[config.mk]
export PLATFORM = sky130hd
export DESIGN_NAME = bresenham_line_pixel_generator_top
export DESIGN_NICKNAME = d
export VERILOG_FILES = /design/src/design/blpg_pkg.sv /design/src/design/bresenham_line_pixel_generator_top.sv
export VERILOG_INCLUDE_DIRS = /design/src /design/src/design
export SDC_FILE = /design/constraint.sdc
export NUM_CORES = 1
export LEC_CHECK = 0
export ABC_AREA = 0
export CORE_MARGIN = 3
export CORE_UTILIZATION = 60
export DETAILED_ROUTE_END_ITERATION = 8
export DONT_BUFFER_PORTS = 1
export GPL_ROUTABILITY_DRIVEN = 0
export GPL_TIMING_DRIVEN = 0
export PLACE_DENSITY = 0.76
export SLEW_MARGIN = 20
export SYNTH_ARGS = -nofsm -noshare
export SYNTH_HDL_FRONTEND = slang
export SYNTH_SLANG_ARGS = --single-unit
export TNS_END_PERCENT = 20
[constraint.sdc]
create_clock -name clk -period 12 [get_ports clk]
set_input_delay 0.6 -clock clk [delete_from_list [all_inputs] [get_ports clk]]
set_output_delay 0.6 -clock clk [all_outputs]
set_load 0.01 [all_outputs]
[src/design/bresenham_line_pixel_generator_top_macros.svh]
// Assertion macros for the line pixel generator.
`ifndef BRESENHAM_LINE_PIXEL_GENERATOR_TOP_MACROS_SVH
`define BRESENHAM_LINE_PIXEL_GENERATOR_TOP_MACROS_SVH

// Same-cycle implication, sampled on clk, off during reset.
`define BLPG_ASSERT_NOW(lbl, ante, cons, msg) \
  lbl: assert property (@(posedge clk) disable iff (!rst_n) (ante) |-> (cons)) \
    else $error(msg);

// Next-cycle implication, sampled on clk, off during reset.
`define BLPG_ASSERT_NEXT(lbl, ante, cons, msg) \
  lbl: assert property (@(posedge clk) disable iff (!rst_n) (ante) |=> (cons)) \
    else $error(msg);

`endif

[src/design/blpg_pkg.sv]
// Shared types and constants for the line pixel generator.
package blpg_pkg;

  localparam int COORD_BITS = 8;
  localparam int COLOR_BITS = 12;
  localparam int ERR_BITS   = COORD_BITS + 3;

  typedef enum logic {
    ACT_START = 1'b0,
    ACT_STEP  = 1'b1
  } action_t;

  typedef struct packed {
    action_t                 action;
    logic [COORD_BITS-1:0]   x_start;
    logic [COORD_BITS-1:0]   y_start;
    logic [COORD_BITS-1:0]   x_end;
    logic [COORD_BITS-1:0]   y_end;
    logic [COLOR_BITS-1:0]   line_color;
  } in_req_t;

  typedef struct packed {
    logic [COORD_BITS-1:0]   pixel_x;
    logic [COORD_BITS-1:0]   pixel_y;
    logic [COLOR_BITS-1:0]   pixel_color;
    logic                    last;
  } out_req_t;

endpackage

[src/design/bresenham_line_pixel_generator_top.sv]
// Bresenham line rasterizer: start and step requests in, pixel requests out.
//
//  channel | direction | handshake          | payload
//  in_     | input     | in_valid/in_stall   | in_req  (action, endpoints, color)
//  out_    | output    | out_valid/out_stall | out_req (x, y, color, last)
//
// Each accepted request is handled in the cycle it is accepted; its pixel (none for a
// step while idle) appears in the output register in the next cycle, so one pixel per
// cycle while out_stall is low; the line state update (one compare, three adds) sets that rate.
// Reset (synchronous, rst_n low) leaves the block idle with no pixel pending.
// in_stall follows out_stall only while a pixel sits unaccepted in the
// output register; a taken pixel frees it for a new request in the same cycle.
`include "bresenham_line_pixel_generator_top_macros.svh"

module bresenham_line_pixel_generator_top
  import blpg_pkg::*;
(
  input  logic     clk,
  input  logic     rst_n,
  input  logic     in_valid,
  output logic     in_stall,
  input  in_req_t  in_req,
  output logic     out_valid,
  input  logic     out_stall,
  output out_req_t out_req
);

  localparam int N = COORD_BITS;
  localparam int E = ERR_BITS;

  // line state
  logic                  active_r, active_nxt;
  logic                  major_x_r, major_x_nxt;
  logic [N-1:0]          cur_x_r, cur_x_nxt;
  logic [N-1:0]          cur_y_r, cur_y_nxt;
  logic [N-1:0]          major_end_r, major_end_nxt;
  logic                  minor_down_r, minor_down_nxt;
  logic [E-1:0]          err_r, err_nxt;
  logic [E-1:0]          diag_r, diag_nxt;
  logic [E-1:0]          straight_r, straight_nxt;
  logic [COLOR_BITS-1:0] color_r, color_nxt;

  // output register
  logic                  out_valid_r, out_valid_nxt;
  out_req_t              out_req_r, out_req_nxt;

  logic                  in_accept;
  logic                  out_taken;

  // start decode
  logic [N-1:0]          dx, dy, sx, sy, ex, ey, dmaj, dmin;
  logic                  st_major_x, st_swap;
  logic [E-1:0]          dmin2;

  // step decode
  logic                  minor_step;
  logic [N-1:0]          maj, mnr, maj_inc, mnr_mov;

  assign out_taken = out_valid_r && !out_stall;
  assign in_stall  = out_valid_r && out_stall;
  assign in_accept = in_valid && !in_stall;

  // endpoint analysis for a start request
  always_comb begin
    dx = (in_req.x_end >= in_req.x_start) ? (in_req.x_end - in_req.x_start)
                                          : (in_req.x_start - in_req.x_end);
    dy = (in_req.y_end >= in_req.y_start) ? (in_req.y_end - in_req.y_start)
                                          : (in_req.y_start - in_req.y_end);
    st_major_x = (dx >= dy);
    st_swap    = st_major_x ? (in_req.x_start > in_req.x_end)
                            : (in_req.y_start > in_req.y_end);
    sx = st_swap ? in_req.x_end   : in_req.x_start;
    sy = st_swap ? in_req.y_end   : in_req.y_start;
    ex = st_swap ? in_req.x_start : in_req.x_end;
    ey = st_swap ? in_req.y_start : in_req.y_end;
    dmaj  = st_major_x ? dx : dy;
    dmin  = st_major_x ? dy : dx;
    dmin2 = {2'b00, dmin, 1'b0};
  end

  // next pixel of the running line
  always_comb begin
    minor_step = !err_r[E-1];
    maj        = major_x_r ? cur_x_r : cur_y_r;
    mnr        = major_x_r ? cur_y_r : cur_x_r;
    maj_inc    = maj + {{(N-1){1'b0}}, 1'b1};
    if (!minor_step) begin
      mnr_mov = mnr;
    end else if (minor_down_r) begin
      mnr_mov = mnr - {{(N-1){1'b0}}, 1'b1};
    end else begin
      mnr_mov = mnr + {{(N-1){1'b0}}, 1'b1};
    end
  end

  // state and output update
  always_comb begin
    active_nxt     = active_r;
    major_x_nxt    = major_x_r;
    cur_x_nxt      = cur_x_r;
    cur_y_nxt      = cur_y_r;
    major_end_nxt  = major_end_r;
    minor_down_nxt = minor_down_r;
    err_nxt        = err_r;
    diag_nxt       = diag_r;
    straight_nxt   = straight_r;
    color_nxt      = color_r;
    out_valid_nxt  = out_valid_r && !out_taken;
    out_req_nxt    = out_req_r;

    if (in_accept) begin
      case (in_req.action)
        ACT_START: begin
          major_x_nxt    = st_major_x;
          major_end_nxt  = st_major_x ? ex : ey;
          minor_down_nxt = st_major_x ? !(ey > sy) : !(ex > sx);
          err_nxt        = dmin2 - {3'b000, dmaj};
          diag_nxt       = dmin2 - {2'b00, dmaj, 1'b0};
          straight_nxt   = dmin2;
          color_nxt      = in_req.line_color;
          cur_x_nxt      = sx;
          cur_y_nxt      = sy;
          active_nxt     = ((st_major_x ? sx : sy) != (st_major_x ? ex : ey));
          out_valid_nxt  = 1'b1;
          out_req_nxt.pixel_x     = sx;
          out_req_nxt.pixel_y     = sy;
          out_req_nxt.pixel_color = in_req.line_color;
          out_req_nxt.last        = !active_nxt;
        end
        ACT_STEP: begin
          if (active_r) begin
            err_nxt    = err_r + (minor_step ? diag_r : straight_r);
            cur_x_nxt  = major_x_r ? maj_inc : mnr_mov;
            cur_y_nxt  = major_x_r ? mnr_mov : maj_inc;
            active_nxt = (maj_inc != major_end_r);
            out_valid_nxt = 1'b1;
            out_req_nxt.pixel_x     = cur_x_nxt;
            out_req_nxt.pixel_y     = cur_y_nxt;
            out_req_nxt.pixel_color = color_r;
            out_req_nxt.last        = !active_nxt;
          end
        end
        default: begin
          active_nxt = active_r;
        end
      endcase
    end
  end

  // control registers
  always_ff @(posedge clk) begin
    if (!rst_n) begin
      active_r    <= 1'b0;
      out_valid_r <= 1'b0;
    end else begin
      active_r    <= active_nxt;
      out_valid_r <= out_valid_nxt;
    end
  end

  // payload registers
  always_ff @(posedge clk) begin
    major_x_r    <= major_x_nxt;
    cur_x_r      <= cur_x_nxt;
    cur_y_r      <= cur_y_nxt;
    major_end_r  <= major_end_nxt;
    minor_down_r <= minor_down_nxt;
    err_r        <= err_nxt;
    diag_r       <= diag_nxt;
    straight_r   <= straight_nxt;
    color_r      <= color_nxt;
    out_req_r    <= out_req_nxt;
  end

  assign out_valid = out_valid_r;
  assign out_req   = out_req_r;

  // checks
  `BLPG_ASSERT_NEXT(a_start_emits, in_accept && in_req.action == ACT_START, out_valid_r, "start request gave no pixel")
  `BLPG_ASSERT_NEXT(a_idle_step_silent, in_accept && in_req.action == ACT_STEP && !active_r, !out_valid_r, "step while idle gave a pixel")
  `BLPG_ASSERT_NOW(a_last_goes_idle, out_valid_r && out_req_r.last, !active_r, "line still active after last pixel")
  `BLPG_ASSERT_NOW(a_active_not_at_end, active_r, (major_x_r ? cur_x_r : cur_y_r) != major_end_r, "active line already at its end")

endmodule

==> summary.txt <==
Clock network
  – Htree depth: 3
  – Hold buffers post-CTS: 0
  – Post-CTS setup buffers: 0
  – Clk slew on worst S/H paths: 0.07 ns
  – Clock sinks: 80
  – Clk buf depth: 2
  – Post-CTS Resized: 0
  – CTS root buf: clkbuf_16
  – Num CTS Buffers: 9
  – Worst-Skew Late Latency: 0.34 ns
  – CTS tree: done

Die
  – Total die area: 14300 sq um
  – Core box area: 12300 sq um
  – Die X: about 120 microns
  – Initial Util: 0.630
  – Ports: 80
  – Std cell rows: 40
  – Die Ht: 120 microns

Drt
  – DRT iter0 DRCs: 735
  – Post-Route WL: 21.5 mm
  – Antenna-violating nets left: 0
  – Via density: around 6.5
  – Vias: 6934
  – DRC: 0
  – Drt pass-1 iters: 6
  – Drt wl/cell: 20.2 microns

STA
  – Worst Tran Pin Value: 0.817 ns
  – Max-slew headroom: 0.449
  – Clk_skew: 0.00841 ns
  – Worst hold slack: 0.354 ns
  – Final Hold Violating Endpoints: 0
  – Slew Limit Fails: 0
  – Setup_tns: 0 ns
  – Tcrit/Tclk final: 0.649
  – F_max: 128 MHz
  – Final setup fails: 0
  – Period minus WS final: 7.79 ns
  – RSZ-0062 raised after global routing: false

Min path
  – Hold Startpoint: in_req[1]
  – Hold Crit Depth: 0
  – Hold WC Path Type: in -> reg

Synth
  – Syn Std Cell Area: 7760 sq um
  – Mapped Cells: 880
  – Post-synthesis compound-gate area fraction: 0.228
  – Post-synthesis mux area share: 0.0666
  – Syn Area/Cell: 8.81 sq um
  – Top FF cell, synth: edfxtp_1
  – Post-Synth Adder-Cell Area: 0.121
  – Synth Area in Simple Gates: 0.160
  – Ys Warns: 0
  – Syn nets: 1000
  – XOR/XNOR share of the synthesized area: 0.0607
  – Main combinational cell family by area after synthesis: compound AO/OA/AOI/OAI gates
  – Post-synth EDFFs: 78
  – Flops & latches, synth: 80
  – Sequential share of the synthesized area: 0.307
  – Asr flop ratio synth: 0
  – Library cells used by synthesis: 80

Setup path
  – R2R cell count: 14
  – Crit path kind: in -> reg
  – Critical Path Sink Type: flip-flop
  – Critical Path AT: between 7 and 8 ns
  – Critical Path Source: in_req[12]
  – Critical Path RT: 12.08 ns
  – RR Startpoint: major_x_r
  – Crit start category: input pin
  – Worst-path fanout max: 10

Run status
  – Status: complete, no violations

Global routing
  – All-layer global routing usage: 0.297
  – GR Util met3: 0.0523
  – First-pass GRT wire length: 34.1 mm
  – Initial antenna violation count: 0
  – Most crowded layer after global routing: met2
  – Met2 track demand over resource: 0.470
  – Pin count of the biggest net entering global routing: 28
  – Global route overflow: 0
  – Met1 usage: 0.404
  – Vias in the first global route: 6605

Pwr
  – Peak VDD IR: roughly 0.097 mV
  – Internal power: 0.00101 W
  – Reg power frac: 0.240
  – Clk pwr share: 0.171
  – P per Cell Area: 214 nW/um^2
  – Pleak: around 3.4 nW
  – Switching Share: 0.438
  – Switching pwr: 0.000785 W
  – Power share of the combinational group: 0.589

Cells and area
  – Filler cells: 1004
  – Final Cell Area: between 8000 and 9000 sq um
  – Layout cells sized above 1: 0.0934
  – Diodes inserted: 0
  – Final #Nets: 1014
  – Area growth, synth to finish: 7.87%

Placement
  – Buffers on Ports: 0
  – Placed cell areas: 8040 sq um
  – DP HPWL: 16.8 mm

Flow run
  – Max_cap viols: 0
## cell type report
cell class / instances / area, sq um / area share
multi-input combinational: 692 / 4960 / 0.592
clock buffer: 9 / 225 / 0.0269
clock inverter: 7 / 106 / 0.0127
timing repair buffer: 3 / 50.0 / 0.00598
tap: 168 / 210 / 0.0251
inverter: 68 / 255 / 0.0305
buffer: 40 / 180 / 0.0215
sequential: 80 / 2380 / 0.285
## cells in the mapped netlist (all sizes together), types with 17 or more instances
master,count,area share
a211oi,19,0.020
a21o,18,0.017
a21oi,81,0.054
buf,23,0.015
clkbuf,17,0.0082
edfxtp,78,0.30
ha,64,0.10
inv,68,0.033
mux2,29,0.042
mux2i,19,0.025
nand2,75,0.037
nand3,23,0.015
nor2,64,0.031
o21ai,58,0.037
xnor2,42,0.049
## layer usage
layer | wire length, microns | share of wire | up-vias
met5 | 0 | 0 | -
met2 | 9810 | 0.46 | 352
li1 | - | - | 3254
met1 | 9160 | 0.43 | 3280
met3 | 1830 | 0.085 | 48
met4 | 724 | 0.034 | 0
## stage by stage
| stage | utilization | total power [W] | worst slack (ns) | std cells |
|---|---|---|---|---|
| finish | 0.680 | 0.00179 | 4.21 | 1067 |
| global route | 0.680 | 0.00191 | 3.83 | 1067 |
| CTS | 0.680 | 0.00177 | 4.45 | 1067 |
| detailed placement | 0.653 | 0.00145 | 4.18 | 1051 |
| global placement | 0.647 | 0.00142 | 4.40 | 1048 |
| floorplan | - | 0.00121 | 5.80 | 880 |
## critical path, stage by stage
cell	delay, ns
inv_1	0.12
ha_1	0.23
inv_1	0.07
fa_1	0.41
nand3_1	0.13
a31o_2	0.26
nand2_2	0.14
mux2_1	0.36
a21oi_1	0.12
o21ai_0	0.11
xnor2_1	0.53
inv_1	0.09
ha_1	0.38
and2_1	0.24
a311oi_4	0.52
buf_2	0.35
buf_1	0.52
clkbuf_1	0.54
o21ai_0	0.31
ha_1	0.40
o21ai_0	0.13
a21boi_0	0.15
o21ai_0	0.26
a21oi_1	0.14
o21ai_0	0.30
a21oi_1	0.16
a22oi_1	0.18
nand3_1	0.09
## path summary, 6_finish.rpt
check / to / slack (ns)
worst max-delay path: err_r[8] / 4.21
worst min-delay path: color_r[1] / 0.35
worst max register to register: cur_x_r[7] / 7.49
worst min register to register: active_r / 0.53
## placed cells by master (no fill, tap or decap), types with 9 or more instances in the layout
cell       count
a211oi_1      17
a21o_1        18
a21oi_1       79
and3_1        11
buf_2         15
clkbuf_1      17
clkbuf_16      9
edfxtp_1      78
ha_1          64
inv_1         67
mux2_2        28
mux2i_1       19
nand2_1       74
nand3_1       23
nor2_1        63
nor2b_1       15
nor3_1        12
o21ai_0       57
xnor2_1       40
xor2_1        10
## registers in the layout, indices dropped and copies added (netlist names)
name,cells
active_r,1
cur_x_r,8
cur_y_r,8
straight_r,8
out_req,13
major_end_r,8
err_r,10
out_valid,1
color_r,12
major_x_r,1
minor_down_r,1
diag_r,9
## cells by family (layout without fill, tap and decap cells)
family,after synthesis,in the layout
xor gates and xnor gates,52,52
and+or+nand+nor,253,253
AOI/OAI and AO/OA,268,268
adders and majority gates,71,71
buffers and inverters,108,127
DFF,80,80
muxes,48,48
## power groups by stage
| stage | combinational [W] | clock, W | sequential, W |
|---|---|---|---|
| after detailed placement | 0.00102 | 0 | 0.000436 |
| after global placement | 0.000983 | 0 | 0.000435 |
| after CTS | 0.00103 | 0.000308 | 0.000430 |
| after global routing | 0.00116 | 0.000322 | 0.000435 |
| after floorplan | 0.000785 | 0 | 0.000427 |
| final | 0.00105 | 0.000306 | 0.000430 |
Power figures use the tool's default switching activity.
